[src/sv/ctd_pkg.sv]
`default_nettype none

package ctd_pkg;

    localparam int SUM_W = 30;
    localparam int CNT_W = 21;
    localparam int COORD_W = 10;

    localparam logic [SUM_W-1:0] SUM_MAX = {SUM_W{1'b1}};
    localparam logic [CNT_W-1:0] CNT_MAX = {CNT_W{1'b1}};

    localparam logic [7:0]  THRESHOLD_RESET = 8'd100;
    localparam logic [10:0] WIDTH_RESET     = 11'd640;

    // APB register map: one 32-bit register per word.
    localparam int ADDR_W = 3;
    localparam int DATA_W = 32;
    localparam logic REG_THRESHOLD = 1'b0;
    localparam logic REG_WIDTH     = 1'b1;

    localparam int QUEUE_DEPTH = 2;

    typedef struct packed {
        logic [7:0] pixel_value;
        logic       end_of_frame;
    } pixel_word_t;

    typedef struct packed {
        logic [COORD_W-1:0] center_x;
        logic [COORD_W-1:0] center_y;
        logic [CNT_W-1:0]   pixel_count;
        logic               found;
    } result_word_t;

    // Frame totals handed from the accumulator to the divider.
    typedef struct packed {
        logic [SUM_W-1:0] sum_x;
        logic [SUM_W-1:0] sum_y;
        logic [CNT_W-1:0] count;
    } totals_t;

    typedef struct packed {
        logic full;
        logic empty;
    } queue_status_t;

    typedef enum logic [2:0] {
        ST_IDLE = 3'b001,
        ST_DIV  = 3'b010,
        ST_HOLD = 3'b100
    } back_state_t;

endpackage

`default_nettype wire

[src/sv/ctd_front.sv]
`default_nettype none

module ctd_front #(
    parameter int MAX_WIDTH  = 1024,
    parameter int MAX_HEIGHT = 1024
) (
    input  wire logic                   aclk,
    input  wire logic                   aresetn,
    input  wire logic                   s_valid,
    output logic                        s_ready,
    input  wire ctd_pkg::pixel_word_t   s_data,
    input  wire logic [7:0]             threshold,
    input  wire logic [10:0]            image_width,
    input  wire ctd_pkg::queue_status_t q_status,
    output logic                        push,
    output ctd_pkg::totals_t            push_data
);

    localparam int CW = $clog2(MAX_WIDTH);
    localparam int RW = $clog2(MAX_HEIGHT);
    localparam int CMP_W = (CW + 2 > 12) ? CW + 2 : 12;

    logic [CW-1:0]             column_reg, column_next;
    logic [RW-1:0]             row_reg, row_next;
    logic [ctd_pkg::SUM_W-1:0] sum_x_reg, sum_x_next;
    logic [ctd_pkg::SUM_W-1:0] sum_y_reg, sum_y_next;
    logic [ctd_pkg::CNT_W-1:0] count_reg, count_next;

    logic                      accept;
    logic                      hit;
    logic [ctd_pkg::SUM_W:0]   add_x, add_y;
    logic [ctd_pkg::SUM_W-1:0] acc_x, acc_y;
    logic [ctd_pkg::CNT_W-1:0] acc_count;
    logic [CMP_W-1:0]          width_ext, width_eff, column_inc;
    logic [RW:0]               row_inc;

    assign s_ready = !q_status.full;
    assign accept  = s_valid && s_ready;

    assign hit = (s_data.pixel_value >= threshold) && (count_reg != ctd_pkg::CNT_MAX);

    assign add_x = {1'b0, sum_x_reg} + (ctd_pkg::SUM_W + 1)'(column_reg);
    assign add_y = {1'b0, sum_y_reg} + (ctd_pkg::SUM_W + 1)'(row_reg);

    always_comb begin
        acc_x     = sum_x_reg;
        acc_y     = sum_y_reg;
        acc_count = count_reg;
        if (hit) begin
            acc_x     = add_x[ctd_pkg::SUM_W] ? ctd_pkg::SUM_MAX : add_x[ctd_pkg::SUM_W-1:0];
            acc_y     = add_y[ctd_pkg::SUM_W] ? ctd_pkg::SUM_MAX : add_y[ctd_pkg::SUM_W-1:0];
            acc_count = count_reg + 1'b1;
        end
    end

    // Width zero behaves as one; anything above the maximum is clamped.
    assign width_ext  = CMP_W'(image_width);
    assign width_eff  = (image_width == 11'd0) ? CMP_W'(1) :
                        (width_ext > CMP_W'(MAX_WIDTH)) ? CMP_W'(MAX_WIDTH) : width_ext;
    assign column_inc = CMP_W'(column_reg) + CMP_W'(1);
    assign row_inc    = (RW + 1)'(row_reg) + (RW + 1)'(1);

    always_comb begin
        column_next = column_reg;
        row_next    = row_reg;
        sum_x_next  = sum_x_reg;
        sum_y_next  = sum_y_reg;
        count_next  = count_reg;
        if (accept) begin
            if (s_data.end_of_frame) begin
                column_next = '0;
                row_next    = '0;
                sum_x_next  = '0;
                sum_y_next  = '0;
                count_next  = '0;
            end else begin
                sum_x_next = acc_x;
                sum_y_next = acc_y;
                count_next = acc_count;
                if (column_inc >= width_eff) begin
                    column_next = '0;
                    if (row_inc < (RW + 1)'(MAX_HEIGHT)) begin
                        row_next = row_inc[RW-1:0];
                    end
                end else begin
                    column_next = column_inc[CW-1:0];
                end
            end
        end
    end

    assign push              = accept && s_data.end_of_frame;
    assign push_data.sum_x   = acc_x;
    assign push_data.sum_y   = acc_y;
    assign push_data.count   = acc_count;

    always_ff @(posedge aclk) begin
        if (!aresetn) begin
            column_reg <= '0;
            row_reg    <= '0;
            sum_x_reg  <= '0;
            sum_y_reg  <= '0;
            count_reg  <= '0;
        end else begin
            column_reg <= column_next;
            row_reg    <= row_next;
            sum_x_reg  <= sum_x_next;
            sum_y_reg  <= sum_y_next;
            count_reg  <= count_next;
        end
    end

endmodule

`default_nettype wire

[src/sv/ctd_queue.sv]
`default_nettype none

module ctd_queue (
    input  wire logic                   aclk,
    input  wire logic                   aresetn,
    input  wire logic                   push,
    input  wire ctd_pkg::totals_t       push_data,
    input  wire logic                   pop,
    output ctd_pkg::queue_status_t      status,
    output ctd_pkg::totals_t            head
);

    localparam int PTR_W = $clog2(ctd_pkg::QUEUE_DEPTH);
    localparam int FILL_W = $clog2(ctd_pkg::QUEUE_DEPTH + 1);

    ctd_pkg::totals_t  entry_reg [ctd_pkg::QUEUE_DEPTH];
    logic [PTR_W-1:0]  wr_ptr_reg, wr_ptr_next;
    logic [PTR_W-1:0]  rd_ptr_reg, rd_ptr_next;
    logic [FILL_W-1:0] fill_reg, fill_next;

    assign status.full  = (fill_reg == FILL_W'(ctd_pkg::QUEUE_DEPTH));
    assign status.empty = (fill_reg == '0);
    assign head         = entry_reg[rd_ptr_reg];

    always_comb begin
        wr_ptr_next = wr_ptr_reg;
        rd_ptr_next = rd_ptr_reg;
        fill_next   = fill_reg;
        if (push) begin
            wr_ptr_next = (wr_ptr_reg == PTR_W'(ctd_pkg::QUEUE_DEPTH - 1)) ? '0
                        : wr_ptr_reg + 1'b1;
        end
        if (pop) begin
            rd_ptr_next = (rd_ptr_reg == PTR_W'(ctd_pkg::QUEUE_DEPTH - 1)) ? '0
                        : rd_ptr_reg + 1'b1;
        end
        if (push && !pop) begin
            fill_next = fill_reg + 1'b1;
        end else if (pop && !push) begin
            fill_next = fill_reg - 1'b1;
        end
    end

    always_ff @(posedge aclk) begin
        if (push) begin
            entry_reg[wr_ptr_reg] <= push_data;
        end
    end

    always_ff @(posedge aclk) begin
        if (!aresetn) begin
            wr_ptr_reg <= '0;
            rd_ptr_reg <= '0;
            fill_reg   <= '0;
        end else begin
            wr_ptr_reg <= wr_ptr_next;
            rd_ptr_reg <= rd_ptr_next;
            fill_reg   <= fill_next;
        end
    end

endmodule

`default_nettype wire

[src/sv/ctd_back.sv]
`default_nettype none

module ctd_back #(
    parameter int MAX_WIDTH  = 1024,
    parameter int MAX_HEIGHT = 1024
) (
    input  wire logic                   aclk,
    input  wire logic                   aresetn,
    input  wire ctd_pkg::queue_status_t q_status,
    input  wire ctd_pkg::totals_t       q_head,
    output logic                        q_pop,
    output logic                        m_valid,
    input  wire logic                   m_ready,
    output ctd_pkg::result_word_t       m_data
);

    localparam int SW = ctd_pkg::SUM_W;
    localparam int NW = ctd_pkg::CNT_W;
    localparam int STEP_W = $clog2(SW);
    localparam logic [SW-1:0] LIMIT_X = SW'(MAX_WIDTH - 1);
    localparam logic [SW-1:0] LIMIT_Y = SW'(MAX_HEIGHT - 1);

    ctd_pkg::back_state_t  state_reg, state_next;
    logic [STEP_W-1:0]     step_reg, step_next;
    logic [SW-1:0]         quot_x_reg, quot_x_next;
    logic [SW-1:0]         quot_y_reg, quot_y_next;
    logic [NW-1:0]         rem_x_reg, rem_x_next;
    logic [NW-1:0]         rem_y_reg, rem_y_next;
    logic [NW-1:0]         divisor_reg, divisor_next;
    ctd_pkg::result_word_t out_reg, out_next;
    logic                  out_valid_reg, out_valid_next;

    logic [NW:0]           shift_x, shift_y, diff_x, diff_y;
    logic                  load_out;

    // One restoring quotient bit per cycle for each coordinate.
    assign shift_x = {rem_x_reg, quot_x_reg[SW-1]};
    assign shift_y = {rem_y_reg, quot_y_reg[SW-1]};
    assign diff_x  = shift_x - {1'b0, divisor_reg};
    assign diff_y  = shift_y - {1'b0, divisor_reg};

    assign load_out = (state_reg == ctd_pkg::ST_HOLD) && (!out_valid_reg || m_ready);
    assign q_pop    = (state_reg == ctd_pkg::ST_IDLE) && !q_status.empty;

    always_comb begin
        state_next     = state_reg;
        step_next      = step_reg;
        quot_x_next    = quot_x_reg;
        quot_y_next    = quot_y_reg;
        rem_x_next     = rem_x_reg;
        rem_y_next     = rem_y_reg;
        divisor_next   = divisor_reg;
        out_next       = out_reg;
        out_valid_next = out_valid_reg;

        if (out_valid_reg && m_ready) begin
            out_valid_next = 1'b0;
        end

        unique case (state_reg)
            ctd_pkg::ST_IDLE: begin
                if (!q_status.empty) begin
                    quot_x_next  = q_head.sum_x;
                    quot_y_next  = q_head.sum_y;
                    divisor_next = q_head.count;
                    rem_x_next   = '0;
                    rem_y_next   = '0;
                    step_next    = '0;
                    state_next   = ctd_pkg::ST_DIV;
                end
            end
            ctd_pkg::ST_DIV: begin
                if (!diff_x[NW]) begin
                    rem_x_next  = diff_x[NW-1:0];
                    quot_x_next = {quot_x_reg[SW-2:0], 1'b1};
                end else begin
                    rem_x_next  = shift_x[NW-1:0];
                    quot_x_next = {quot_x_reg[SW-2:0], 1'b0};
                end
                if (!diff_y[NW]) begin
                    rem_y_next  = diff_y[NW-1:0];
                    quot_y_next = {quot_y_reg[SW-2:0], 1'b1};
                end else begin
                    rem_y_next  = shift_y[NW-1:0];
                    quot_y_next = {quot_y_reg[SW-2:0], 1'b0};
                end
                step_next = step_reg + 1'b1;
                if (step_reg == STEP_W'(SW - 1)) begin
                    state_next = ctd_pkg::ST_HOLD;
                end
            end
            ctd_pkg::ST_HOLD: begin
                if (load_out) begin
                    out_valid_next       = 1'b1;
                    out_next.pixel_count = divisor_reg;
                    out_next.found       = (divisor_reg != '0);
                    if (divisor_reg == '0) begin
                        out_next.center_x = '0;
                        out_next.center_y = '0;
                    end else begin
                        out_next.center_x = (quot_x_reg > LIMIT_X)
                            ? LIMIT_X[ctd_pkg::COORD_W-1:0]
                            : quot_x_reg[ctd_pkg::COORD_W-1:0];
                        out_next.center_y = (quot_y_reg > LIMIT_Y)
                            ? LIMIT_Y[ctd_pkg::COORD_W-1:0]
                            : quot_y_reg[ctd_pkg::COORD_W-1:0];
                    end
                    state_next = ctd_pkg::ST_IDLE;
                end
            end
            default: begin
                state_next = ctd_pkg::ST_IDLE;
            end
        endcase
    end

    assign m_valid = out_valid_reg;
    assign m_data  = out_reg;

    always_ff @(posedge aclk) begin
        quot_x_reg  <= quot_x_next;
        quot_y_reg  <= quot_y_next;
        rem_x_reg   <= rem_x_next;
        rem_y_reg   <= rem_y_next;
        divisor_reg <= divisor_next;
        out_reg     <= out_next;
    end

    always_ff @(posedge aclk) begin
        if (!aresetn) begin
            state_reg     <= ctd_pkg::ST_IDLE;
            step_reg      <= '0;
            out_valid_reg <= 1'b0;
        end else begin
            state_reg     <= state_next;
            step_reg      <= step_next;
            out_valid_reg <= out_valid_next;
        end
    end

endmodule

`default_nettype wire

[src/sv/threshold_centroid_core.sv]
// Threshold centroid of a grayscale frame.
// Input channel (s_valid/s_ready/s_data): one 8-bit pixel word per cycle while
// s_ready is high, in raster order; end_of_frame marks the last pixel of a
// frame. The core tracks column and row itself from the image_width register.
// Output channel (m_valid/m_ready/m_data): one result word per frame with the
// truncated mean column and row of pixels at or above threshold, the hit
// count and a found flag (zero coordinates when no pixel qualified).
// Configuration: APB registers threshold (0x0) and image_width (0x4).
// Throughput: one pixel per cycle while accumulating and the queue has room.
// Frame totals go into a two-entry queue; a restoring divider produces one
// quotient bit per cycle for both coordinates in its DIV state, registers the
// result in HOLD and takes the next frame's totals only in IDLE. Frames that
// end faster than the divider finishes back up in the queue; s_ready drops
// while the queue is full. A stalled receiver holds the result register, the
// divider then waits, and the queue fills behind it.
// Reset clears counters, sums, queue and output and loads threshold 100 and
// image_width 640.
`default_nettype none

module threshold_centroid_core #(
    parameter int MAX_WIDTH  = 1024,
    parameter int MAX_HEIGHT = 1024
) (
    input  wire logic                         aclk,
    input  wire logic                         aresetn,
    input  wire logic                         s_valid,
    output logic                              s_ready,
    input  wire ctd_pkg::pixel_word_t         s_data,
    output logic                              m_valid,
    input  wire logic                         m_ready,
    output ctd_pkg::result_word_t             m_data,
    input  wire logic                         psel,
    input  wire logic                         penable,
    input  wire logic                         pwrite,
    input  wire logic [ctd_pkg::ADDR_W-1:0]   paddr,
    input  wire logic [ctd_pkg::DATA_W-1:0]   pwdata,
    output logic [ctd_pkg::DATA_W-1:0]        prdata,
    output logic                              pready
);

    logic [7:0]             threshold_reg, threshold_next;
    logic [10:0]            image_width_reg, image_width_next;
    logic                   reg_index;
    logic                   cfg_write;

    logic                   q_push, q_pop;
    ctd_pkg::totals_t       q_push_data, q_head;
    ctd_pkg::queue_status_t q_status;

    assign pready    = 1'b1;
    assign reg_index = paddr[2];
    assign cfg_write = psel && penable && pwrite;

    always_comb begin
        threshold_next   = threshold_reg;
        image_width_next = image_width_reg;
        if (cfg_write) begin
            if (reg_index == ctd_pkg::REG_THRESHOLD) begin
                threshold_next = pwdata[7:0];
            end else begin
                image_width_next = pwdata[10:0];
            end
        end
    end

    always_comb begin
        if (reg_index == ctd_pkg::REG_THRESHOLD) begin
            prdata = ctd_pkg::DATA_W'(threshold_reg);
        end else begin
            prdata = ctd_pkg::DATA_W'(image_width_reg);
        end
    end

    always_ff @(posedge aclk) begin
        if (!aresetn) begin
            threshold_reg   <= ctd_pkg::THRESHOLD_RESET;
            image_width_reg <= ctd_pkg::WIDTH_RESET;
        end else begin
            threshold_reg   <= threshold_next;
            image_width_reg <= image_width_next;
        end
    end

    ctd_front #(
        .MAX_WIDTH  (MAX_WIDTH),
        .MAX_HEIGHT (MAX_HEIGHT)
    ) u_front (
        .aclk        (aclk),
        .aresetn     (aresetn),
        .s_valid     (s_valid),
        .s_ready     (s_ready),
        .s_data      (s_data),
        .threshold   (threshold_reg),
        .image_width (image_width_reg),
        .q_status    (q_status),
        .push        (q_push),
        .push_data   (q_push_data)
    );

    ctd_queue u_queue (
        .aclk      (aclk),
        .aresetn   (aresetn),
        .push      (q_push),
        .push_data (q_push_data),
        .pop       (q_pop),
        .status    (q_status),
        .head      (q_head)
    );

    ctd_back #(
        .MAX_WIDTH  (MAX_WIDTH),
        .MAX_HEIGHT (MAX_HEIGHT)
    ) u_back (
        .aclk     (aclk),
        .aresetn  (aresetn),
        .q_status (q_status),
        .q_head   (q_head),
        .q_pop    (q_pop),
        .m_valid  (m_valid),
        .m_ready  (m_ready),
        .m_data   (m_data)
    );

    // A frame's totals are waiting for the divider right after its last word.
    assert property (@(posedge aclk) disable iff (!aresetn)
        (s_valid && s_ready && s_data.end_of_frame) |=> !q_status.empty)
        else $error("frame totals lost after end of frame");

    // An empty frame reports zeros everywhere.
    assert property (@(posedge aclk) disable iff (!aresetn)
        (m_valid && !m_data.found) |->
            (m_data.center_x == '0 && m_data.center_y == '0 && m_data.pixel_count == '0))
        else $error("empty frame result not zero");

    // The found flag agrees with the hit count.
    assert property (@(posedge aclk) disable iff (!aresetn)
        m_valid |-> (m_data.found == (m_data.pixel_count != '0)))
        else $error("found flag disagrees with pixel count");

endmodule

`default_nettype wire
[config.mk]
export PLATFORM = sky130hd
export DESIGN_NAME = threshold_centroid_core
export DESIGN_NICKNAME = d
export VERILOG_FILES = /design/src/sv/ctd_pkg.sv /design/src/sv/ctd_front.sv /design/src/sv/ctd_queue.sv /design/src/sv/ctd_back.sv /design/src/sv/threshold_centroid_core.sv
export SDC_FILE = /design/constraint.sdc
export NUM_CORES = 1
export LEC_CHECK = 0
export BUFFER_PORTS_ARGS = -buffer_cell sky130_fd_sc_hd__buf_2
export CAP_MARGIN = 20
export CORE_UTILIZATION = 55
export CTS_CLUSTER_SIZE = 14
export DETAILED_ROUTE_END_ITERATION = 10
export PLACE_DENSITY = 0.73
export SLEW_MARGIN = 5
export SYNTH_ARGS = -nofsm -noshare
export SYNTH_HDL_FRONTEND = slang
export SYNTH_SLANG_ARGS = --single-unit
[constraint.sdc]
create_clock -name aclk -period 7 [get_ports aclk]
set_input_delay 0.35 -clock aclk [delete_from_list [all_inputs] [get_ports aclk]]
set_output_delay 0.35 -clock aclk [all_outputs]
set_load 0.1 [all_outputs]
==> impl_metrics.tcl, run 1 <==
set metrics [dict create \
    outcome "finished clean" \
    post-cts-setup-buffers 0 \
    drt_first_pass_iters 5 \
    switching_share_pct 34.2 \
    layout.cells.non_filler 2804 \
    yosysWarnings 0 \
    viasPerCell 5.98 \
    holdPathEnd "image_width_reg[10]$_SDFFE_PN0P_" \
    cp_top_family "compound AO/OA/AOI/OAI gates" \
    skew_ps 25.5 \
    avgSynthCellArea_um2 10.8 \
    die-area_mm2 0.0435 \
    cts_root_buffer "clkbuf_16" \
    layout-drive-gt1-share_pct 11.4 \
    core_area_mm2 0.0420 \
    synth-edff-count 327 \
    slowest_delay_ps 970 \
    place_congestion 0.866 \
    layout.cells.most_common "edfxtp_1" \
    cp.buffers_inverters 0 \
    slew_violations 0 \
    cts_tree "done" \
    yosys_most_used_dff "edfxtp_1" \
    drc 0 \
    clkPwrFrac_pct 27.6 \
    hold-worst-slack_ps 26.0 \
    cts_made_buffers 48 \
    syn_inst 2175 \
    clk_pin_slew_ps 60 \
    p_comb_share_pct 30.3 \
    cts_resized 0 \
    die_w_um 208 \
    p_leak_nw 9.46 \
    initial_utilization_pct 55.8 \
    ios 128 \
    peakVddDrop_mv 0.331 \
    hold_viol_final 0 \
    cts.sinks 461 \
    max_freq_ghz 0.254 \
    whs_path_depth 3 \
    preCtsSetupSlack_ps 3220 \
    worst_slack_ps 3060 \
    period_needed_ps 3940 \
    fill_cells 3345 \
    gr-total-overflow 0 \
    r2r_start "u_front.column_reg[0]$_SDFFE_PN0P_" \
    area_growth_syn_to_layout_pct 10.1 \
    vias 16800 \
    synth_top_area_share_pct 41.9 \
    cp.required_ps 7520 \
    r2r_slack_ps 3060 \
    worstSetupStartpoint "u_front.column_reg[0]$_SDFFE_PN0P_" \
    hp-start "pwdata[10]" \
    avgRoutedWirePerCell_um 18.4 \
    worstPathCellList "ha_1, and3_1, and3_1, xor2_1, ha_1, a21o_1, a21oi_1, o21ai_0, a2111oi_1, o21ai_1, o21ai_0, a22o_1" \
    grt_pass1_wl_um 82900 \
    tightest_slew_ps 1130 \
    drt.antenna.violating_nets 0 \
    setup-violations-final 0 \
    antenna_cells 0 \
    fin_setup_tns_ps 0 \
    crit_slowest_cell "a2111oi_1" \
    p_seq_share_pct 42.1 \
    nets 2369 \
    largest_register_ff_count 162 \
    yosys.area.top_type "edfxtp_1" \
    maxCapViolations 0 \
    rsz0062_at_grt "false" \
    hpwlAfterDp_um 34800 \
    worstReg2RegEnd "u_front.column_reg[7]$_SDFFE_PN0P_" \
    grt_pass1_vias 15900 \
    netlist_area_mm2 0.0234 \
    max_slew_margin_pct 24.4 \
    netSwitchingPower_mw 3.12 \
    timing.final.crit_share_pct 56.3 \
    drt-initial-drc-count 1350 \
    clock_latency_ps 590 \
    end_kind "flop" \
    htree_levels 2 \
    ys_ff_latch 461 \
    dp_cells 2709 \
    final_cell_mix "327 x edfxtp_1, 264 x nand2_1, 165 x o21ai_0" \
    grt_antenna_before_repair 0 \
    cp.arrival_ps 4460 \
    r2r_cells 12 \
    holdCritPathClass "in2reg" \
    die_h_um 208 \
    detail_route.wirelength_um 51600 \
    async_reset_ff_share_pct 0 \
    cp_max_fo 10 \
    num_rows 75 \
    grt_max_degree 102 \
    crit_path_start_kind "flop" \
    ys_seq_area_share_pct 53.3 \
    p_int_mw 6.01 \
    crit_type "reg2reg" \
    cts_max_path_buffers 3 \
    power_density_mw_per_mm2 354 \
    numPortBuffers 82 \
    synth_area_leaders "edfxtp_1 42%, dfxtp_1 11%, ha_1 4.6%" \
    synth_cell_types 91 \
    grtUsageTotal_pct 23.8 \
]
==> how the worst max path moves through the flow <==
stage	end	slack, ps	cells after the start
5_1_grt	u_front.column_reg[5]$_SDFFE_PN0P_	2710	12
2_1_floorplan	u_queue.entry_reg[0][0]$_DFFE_PP_	1340	5
4_1_cts	u_front.row_reg[1]$_SDFFE_PN0P_	3170	12
6_report	u_front.column_reg[7]$_SDFFE_PN0P_	3060	12
3_3_place_gp	u_front.column_reg[7]$_SDFFE_PN0P_	3290	12
3_5_place_dp	u_front.column_reg[7]$_SDFFE_PN0P_	3220	12
==> tightest hold or removal path, stage by stage <==
cell and delay [ps]:
buf_2 100, nand2_1 40, a21boi_0 60
==> per-stage QoR <==
stage	total power [mW]	utilization (%)	cell area [um2]
6_report	9.13	61.4	25800
5_1_grt	9.62	61.4	25800
4_1_cts	9.17	61.4	25800
3_5_place_dp	6.62	57.5	24200
3_3_place_gp	6.53	57.5	24200
2_1_floorplan	5.96	-	23500
==> cells in the mapped netlist, types with 11 or more instances <==
master and count:
and3_1 35, o211ai_1 11, nor3_1 38, clkbuf_1 76, inv_1 67, ha_1 87, nand4_1 18, a21boi_0 19
mux2_2 29, a22o_1 11, nand3_1 71, mux2i_1 82, edfxtp_1 327, a31oi_1 34, nand2b_1 27, o21ai_0 165
nor2b_1 24, xor2_1 28, nand2_1 264, and2_1 23, xnor2_1 59, o21a_1 43, buf_2 13, dfxtp_1 134
o31ai_1 18, a21o_1 35, nor2_1 85, nor4_1 29, or3_1 13, a21oi_1 97, buf_4 22
==> kinds of logic (layout without fill, tap and decap cells) <==
group / Yosys count / after routing / share of synthesized area [%]
AO/OA/AOI/OAI: 537 / 537 / 14.9
adder cells (fa/ha/maj): 91 / 91 / 4.98
other: 2 / 22 / 0.0320
XOR/XNOR: 87 / 87 / 3.25
AND/OR/NAND/NOR: 696 / 696 / 15.1
buffers and inverters: 190 / 260 / 3.56
multiplexers: 111 / 111 / 4.89
flip-flops: 461 / 461 / 53.3
==> layer usage <==
| metal | part of all wire (%) | GRT usage [%] |
|---|---|---|
| met1 | 46 | 33.8 |
| met2 | 45 | 37.6 |
| met3 | 6.6 | 3.94 |
| met4 | 2.1 | 6.67 |
| met5 | 0 | 0 |
==> power groups by stage <==
stage          sequential (mW)  combinational (mW)  clock (mW)
6_report                  3.84                2.77        2.52
5_1_grt                   3.89                3.06        2.67
4_1_cts                   3.84                2.76        2.57
3_5_place_dp              3.89                2.73           0
3_3_place_gp              3.88                2.65           0
2_1_floorplan             3.76                2.20           0
==> final cells by class <==
cell class	instances	area, um2	area share (%)
Clock buffer	62	1300	5.02
Clock inverter	26	254	0.984
Inverter	67	254	0.984
Multi-Input combinational cell	1544	10200	39.6
Sequential cell	461	12500	48.5
Tap cell	539	674	2.61
Timing Repair Buffer	105	606	2.35
==> repair_timing <==
| item | CTS | global route |
|---|---|---|
| endpoints found under the hold margin | 6 | 0 |
| endpoints found under the setup margin | 0 | 0 |
| hold buffers | 6 | 0 |
No activity file was read; power rests on OpenSTA's default activity.
==> inputs of run 2 (changes only) <==
==> constraint.sdc (replaced) <==
create_clock -name aclk -period 4.1 [get_ports aclk]
set_input_delay 0.205 -clock aclk [delete_from_list [all_inputs] [get_ports aclk]]
set_output_delay 0.205 -clock aclk [all_outputs]
set_load 0.1 [all_outputs]
==> run 2 against run 1 <==
Design area up 0.79%. Clock power up 69%. Sequential share of layout area decreased by 0.38 points. Global-route usage up 0.31 points. Non-clock buffer count grew 21. Critical path depth unchanged. First-iteration DRC count rose by 8.4%. Worst hold slack gained 11 ps. Total power rose by 72%. Die area stayed put. Final cell count is 0.78% higher. Largest cell class unchanged.
==> impl_metrics.tcl, run 2 (synthesis gave the netlist of run 1 again) <==
set metrics [dict create \
    outcome "finished clean" \
    end_kind "flop" \
    grt_pass1_vias 16100 \
    maxCapViolations 0 \
    cts.sinks 461 \
    area_growth_syn_to_layout_pct 10.9 \
    slowest_delay_ps 700 \
    cp.required_ps 4420 \
    htree_levels 2 \
    crit_slowest_cell "nor4_1" \
    layout.cells.non_filler 2826 \
    max_freq_ghz 0.265 \
    cts_root_buffer "clkbuf_16" \
    p_int_mw 10.3 \
    netSwitchingPower_mw 5.36 \
    grt_max_degree 196 \
    nets 2390 \
    peakVddDrop_mv 0.362 \
    fin_setup_tns_ps 0 \
    p_seq_share_pct 42.2 \
    place_area_mm2 0.0243 \
    die_w_um 208 \
    period_needed_ps 3770 \
    die_h_um 208 \
    drt-initial-drc-count 1464 \
    cp.buffers_inverters 1 \
    grt_pass1_wl_um 83900 \
    cp_max_fo 11 \
    post-cts-setup-buffers 0 \
    slew_violations 0 \
    avgRoutedWirePerCell_um 18.6 \
    drt.antenna.violating_nets 0 \
    num_rows 75 \
    hpwlAfterDp_um 36100 \
    hold_viol_final 0 \
    clkPwrFrac_pct 27.2 \
    viasPerCell 5.96 \
    ios 128 \
    place_congestion 0.906 \
    p_comb_share_pct 30.6 \
    switching_share_pct 34.2 \
    dp_cells 2726 \
    layout-drive-gt1-share_pct 12.2 \
    antenna_cells 0 \
    numPortBuffers 82 \
    largest_register_ff_count 162 \
    cpMostUsedCell "o21ai_0" \
    cts_max_path_buffers 3 \
    clock_latency_ps 580 \
    worstPathCellList "ha_1, inv_1, fa_1, nor2b_1, o21ai_0, a21boi_0, o21ai_0, a21oi_1, a31oi_1, nor4_1, nand3_1, o21a_1" \
    tightest_slew_ps 1050 \
    die-area_mm2 0.0435 \
    setup-violations-final 0 \
    cp.arrival_ps 4090 \
    gr-total-overflow 0 \
    holdCritPathClass "in2reg" \
    cts_made_buffers 48 \
    drc 0 \
    drt_first_pass_iters 6 \
    final_area_mm2 0.0260 \
    timing.final.crit_share_pct 91.9 \
    final_cell_mix "327 x edfxtp_1, 264 x nand2_1, 165 x o21ai_0" \
    crit_type "reg2reg" \
    crit_path_start_kind "flop" \
    hold-worst-slack_ps 37.5 \
    layout.cells.most_common "edfxtp_1" \
    p_leak_nw 9.58 \
    clk_pin_slew_ps 60 \
    initial_utilization_pct 55.8 \
    detail_route.wirelength_um 52600 \
    grtUsageTotal_pct 24.1 \
    grt_antenna_before_repair 0 \
    power_density_mw_per_mm2 603 \
    rsz0062_at_grt "false" \
    cts_tree "done" \
    total_power_mw 15.7 \
    core_area_mm2 0.0420 \
    cp_top_family "compound AO/OA/AOI/OAI gates" \
    skew_ps 20.0 \
    vias 16900 \
    max_slew_margin_pct 29.9 \
]
## run 2: changes by cell type in the layout (fill, tap and decap cells not counted), sizes merged
cell / change
buf: +16
clkbuf: +6
dlygate4sd3: +5
bufinv: -2
clkinvlp: -2
clkinv: -1
## run 2: path summary, 6_finish.rpt
| check | endpoint | slack [ps] | start | cells after the start |
|---|---|---|---|---|
| hold reg to reg | threshold_reg[3]$_SDFFE_PN0P_ | 470 | threshold_reg[3]$_SDFFE_PN0P_ | 2 |
| hold / removal | u_front.count_reg[8]$_SDFFE_PN0P_ | 40 | aresetn | 2 |
| setup reg to reg | u_queue.entry_reg[1][67]$_DFFE_PP_ | 330 | u_front.column_reg[0]$_SDFFE_PN0P_ | 12 |
| setup / recovery | u_queue.entry_reg[1][67]$_DFFE_PP_ | 330 | u_front.column_reg[0]$_SDFFE_PN0P_ | 12 |
## run 2: metal layers
layer	routed length, um	GRT usage, %	share of wire, %	vias up
met4	1100	6.72	2.1	0
met2	24700	39.4	47	490
met5	0	0	0	-
met1	24000	33.6	46	8086
met3	2780	3.31	5.3	80
li1	-	-	-	8200
## run 2: stage by stage
| stage | worst slack [ps] | util, % |
|---|---|---|
| after floorplan | 249 | - |
| after global placement | 489 | 57.9 |
| after detailed placement | 411 | 57.9 |
| after CTS | 392 | 61.9 |
| after global routing | 67.1 | 61.9 |
| final | 332 | 61.9 |
## run 2: power by group through the flow
stage                     Combinational, mW  Sequential (mW)  Clock (mW)
final                                  4.79             6.62        4.26
after CTS                              4.76             6.62        4.33
after floorplan                        3.75             6.42           0
after global routing                   5.30             6.71        4.49
after detailed placement               4.73             6.70           0
after global placement                 4.60             6.67           0
## run 2: layout make-up
cell class	count	area [um2]
Clock inverter	21	190
Timing Repair Buffer	126	793
Multi-Input combinational cell	1544	10200
Tap cell	539	674
Clock buffer	68	1370
Fill cell	3382	16000
Inverter	67	254
Sequential cell	461	12500
## run 2: repair_timing
| item | 4_1_cts | 5_1_grt |
|---|---|---|
| hold buffers | 11 | 0 |
| hold endpoints to repair | 19 | 0 |
| gates resized for setup | 0 | 0 |
==> inputs of run 3 (changes only) <==
--- a/config.mk
+++ b/config.mk
@@ -11,6 +11,7 @@
 export CTS_CLUSTER_SIZE = 14
 export DETAILED_ROUTE_END_ITERATION = 10
 export PLACE_DENSITY = 0.73
+export SETUP_SLACK_MARGIN = 0.5
 export SLEW_MARGIN = 5
 export SYNTH_ARGS = -nofsm -noshare
 export SYNTH_HDL_FRONTEND = slang
==> run 3 against run 2 <==
Fmax up 8.9%. Critical path depth is the same. Register-to-register slack better by 310 ps. Count of clock-buffer cells in the layout decreased by 2. Core utilization grew 0.65 points. Clock skew increased by 1.9 ps. Wire length rose by 1.2%. Final cell count up 0.35%. Die area unchanged. Critical path type unchanged. First-iteration DRC count down 12%. Global-route usage increased by 0.38 points.
==> impl_metrics.tcl, run 3 (synthesis gave the netlist of run 1 again) <==
set metrics [dict create \
    outcome "finished clean" \
    num_rows 75 \
    core_area_mm2 0.0420 \
    clock_latency_ps 590 \
    skew_ps 21.9 \
    drt-initial-drc-count 1293 \
    p_leak_nw 9.65 \
    grt_antenna_before_repair 0 \
    grt_pass1_vias 16400 \
    grt_pass1_wl_um 85100 \
    layout-drive-gt1-share_pct 13.0 \
    max_freq_ghz 0.289 \
    largest_register_ff_count 162 \
    period_needed_ps 3460 \
    vias 17000 \
    rsz0062_at_grt "true" \
    hold_viol_final 0 \
    gr-total-overflow 0 \
    fill_cells 3312 \
    numPortBuffers 82 \
    r2r_slack_ps 640 \
    maxCapViolations 0 \
    clk_pin_slew_ps 60 \
    die_w_um 208 \
    detail_route.wirelength_um 53200 \
    crit_path_start_kind "flop" \
    slew_violations 0 \
    cts_root_buffer "clkbuf_16" \
    viasPerCell 5.98 \
    fin_setup_tns_ps 0 \
    final_cell_mix "327 x edfxtp_1, 264 x nand2_1, 162 x o21ai_0" \
    power_density_mw_per_mm2 609 \
    htree_levels 2 \
    area_growth_syn_to_layout_pct 12.1 \
    cts_max_path_buffers 3 \
    layout.cells.most_common "edfxtp_1" \
    cp_max_fo 6 \
    grtUsageTotal_pct 24.5 \
    drc 0 \
    ios 128 \
    hpwlAfterDp_um 36500 \
    cts.sinks 461 \
    end_kind "flop" \
    place_congestion 0.904 \
    die_h_um 208 \
    drt.antenna.violating_nets 0 \
    cts_made_buffers 48 \
    hold-worst-slack_ps 185 \
    avgRoutedWirePerCell_um 18.8 \
    die-area_mm2 0.0435 \
    holdCritPathClass "in2reg" \
    tightest_slew_ps 1090 \
    timing.final.crit_share_pct 84.4 \
    nets 2399 \
    cts_tree "done" \
    peakVddDrop_mv 0.388 \
    antenna_cells 0 \
    cp.required_ps 4430 \
    setup-violations-final 0 \
    drt_first_pass_iters 5 \
    crit_type "reg2reg" \
    grt_max_degree 131 \
    max_slew_margin_pct 27.2 \
    initial_utilization_pct 55.8 \
    cp.arrival_ps 3800 \
]
[run 3: cell count changes in the layout (fill, tap and decap cells not counted), moves of 3 or more]
cell	change
a31oi_2	+3
bufinv_16	+5
nor4_1	-5
o21ai_0	-3
clkinv_1	+7
clkbuf_8	-3
clkinv_2	-3
nor4_2	+5
clkbuf_1	+3
a31oi_1	-4
buf_4	+4
clkinv_4	-4
[run 3: critical path: stages, from the launching register on]
cell and delay, ps:
dfxtp_1 450, ha_1 220, inv_1 60, fa_1 400, nor2b_1 120, o21ai_0 140, a21oi_1 220, o21ai_0 210
a211oi_2 380, or2_2 250, nand2_1 170, nor2_1 190, mux2_2 390
[run 3: metrics by stage]
step | worst slack [ps] | power, mW | instances | area (um2) | utilization, %
final | 639 | 16.0 | 2836 | 26300 | 62.5
after CTS | 513 | 16.0 | 2832 | 26100 | 62.1
after detailed placement | 457 | 11.5 | 2729 | 24400 | 58.0
after floorplan | 714 | 10.2 | 2195 | 23500 | -
after global placement | 519 | 11.3 | 2729 | 24400 | 58.0
after global routing | 440 | 16.9 | 2836 | 26300 | 62.5
[run 3: layout make-up]
type / count / area, um2 / area share, %
Inverter: 67 / 255 / 0.971
Tap cell: 539 / 674 / 2.57
Sequential cell: 461 / 12500 / 47.6
Timing Repair Buffer: 135 / 893 / 3.40
Clock buffer: 66 / 1290 / 4.90
Clock inverter: 24 / 317 / 1.20
Multi-Input combinational cell: 1544 / 10300 / 39.4
[run 3: per-layer routing]
metal	part of all wire, %	wire length, um	GRT usage [%]
met5	0	0	0
met4	1.8	960	6.67
met2	47	24900	39.9
met1	45	23700	33.4
met3	6.8	3620	4.65
[run 3: power by group]
| part | leakage, nW | internal [mW] | switching [mW] |
|---|---|---|---|
| Combinational | 4.78 | 1.89 | 3.04 |
| Sequential | 4.10 | 6.03 | 0.589 |
| Clock | 0.766 | 2.65 | 1.81 |
[run 3: path summary, 6_finish.rpt]
kind                                                 startpoint                                  to  cells after the start
worst max-delay path            u_front.row_reg[0]$_SDFFE_PN0P_  u_queue.entry_reg[0][33]$_DFFE_PP_                     12
worst min-delay path                                    penable       threshold_reg[0]$_SDFFE_PN0P_                      5
worst max register to register  u_front.row_reg[0]$_SDFFE_PN0P_  u_queue.entry_reg[0][33]$_DFFE_PP_                     12
worst min register to register    threshold_reg[7]$_SDFFE_PN0P_       threshold_reg[7]$_SDFFE_PN0P_                      2
[run 3: what timing repair did]
| action | CTS | global route |
|---|---|---|
| hold buffers | 13 | 0 |
| pin swaps | 0 | 0 |
| setup buffers | 0 | 3 |
| endpoints found under the hold margin | 28 | 0 |
| resized for setup | 2 | 27 |
| setup endpoints to repair | 4 | 122 |
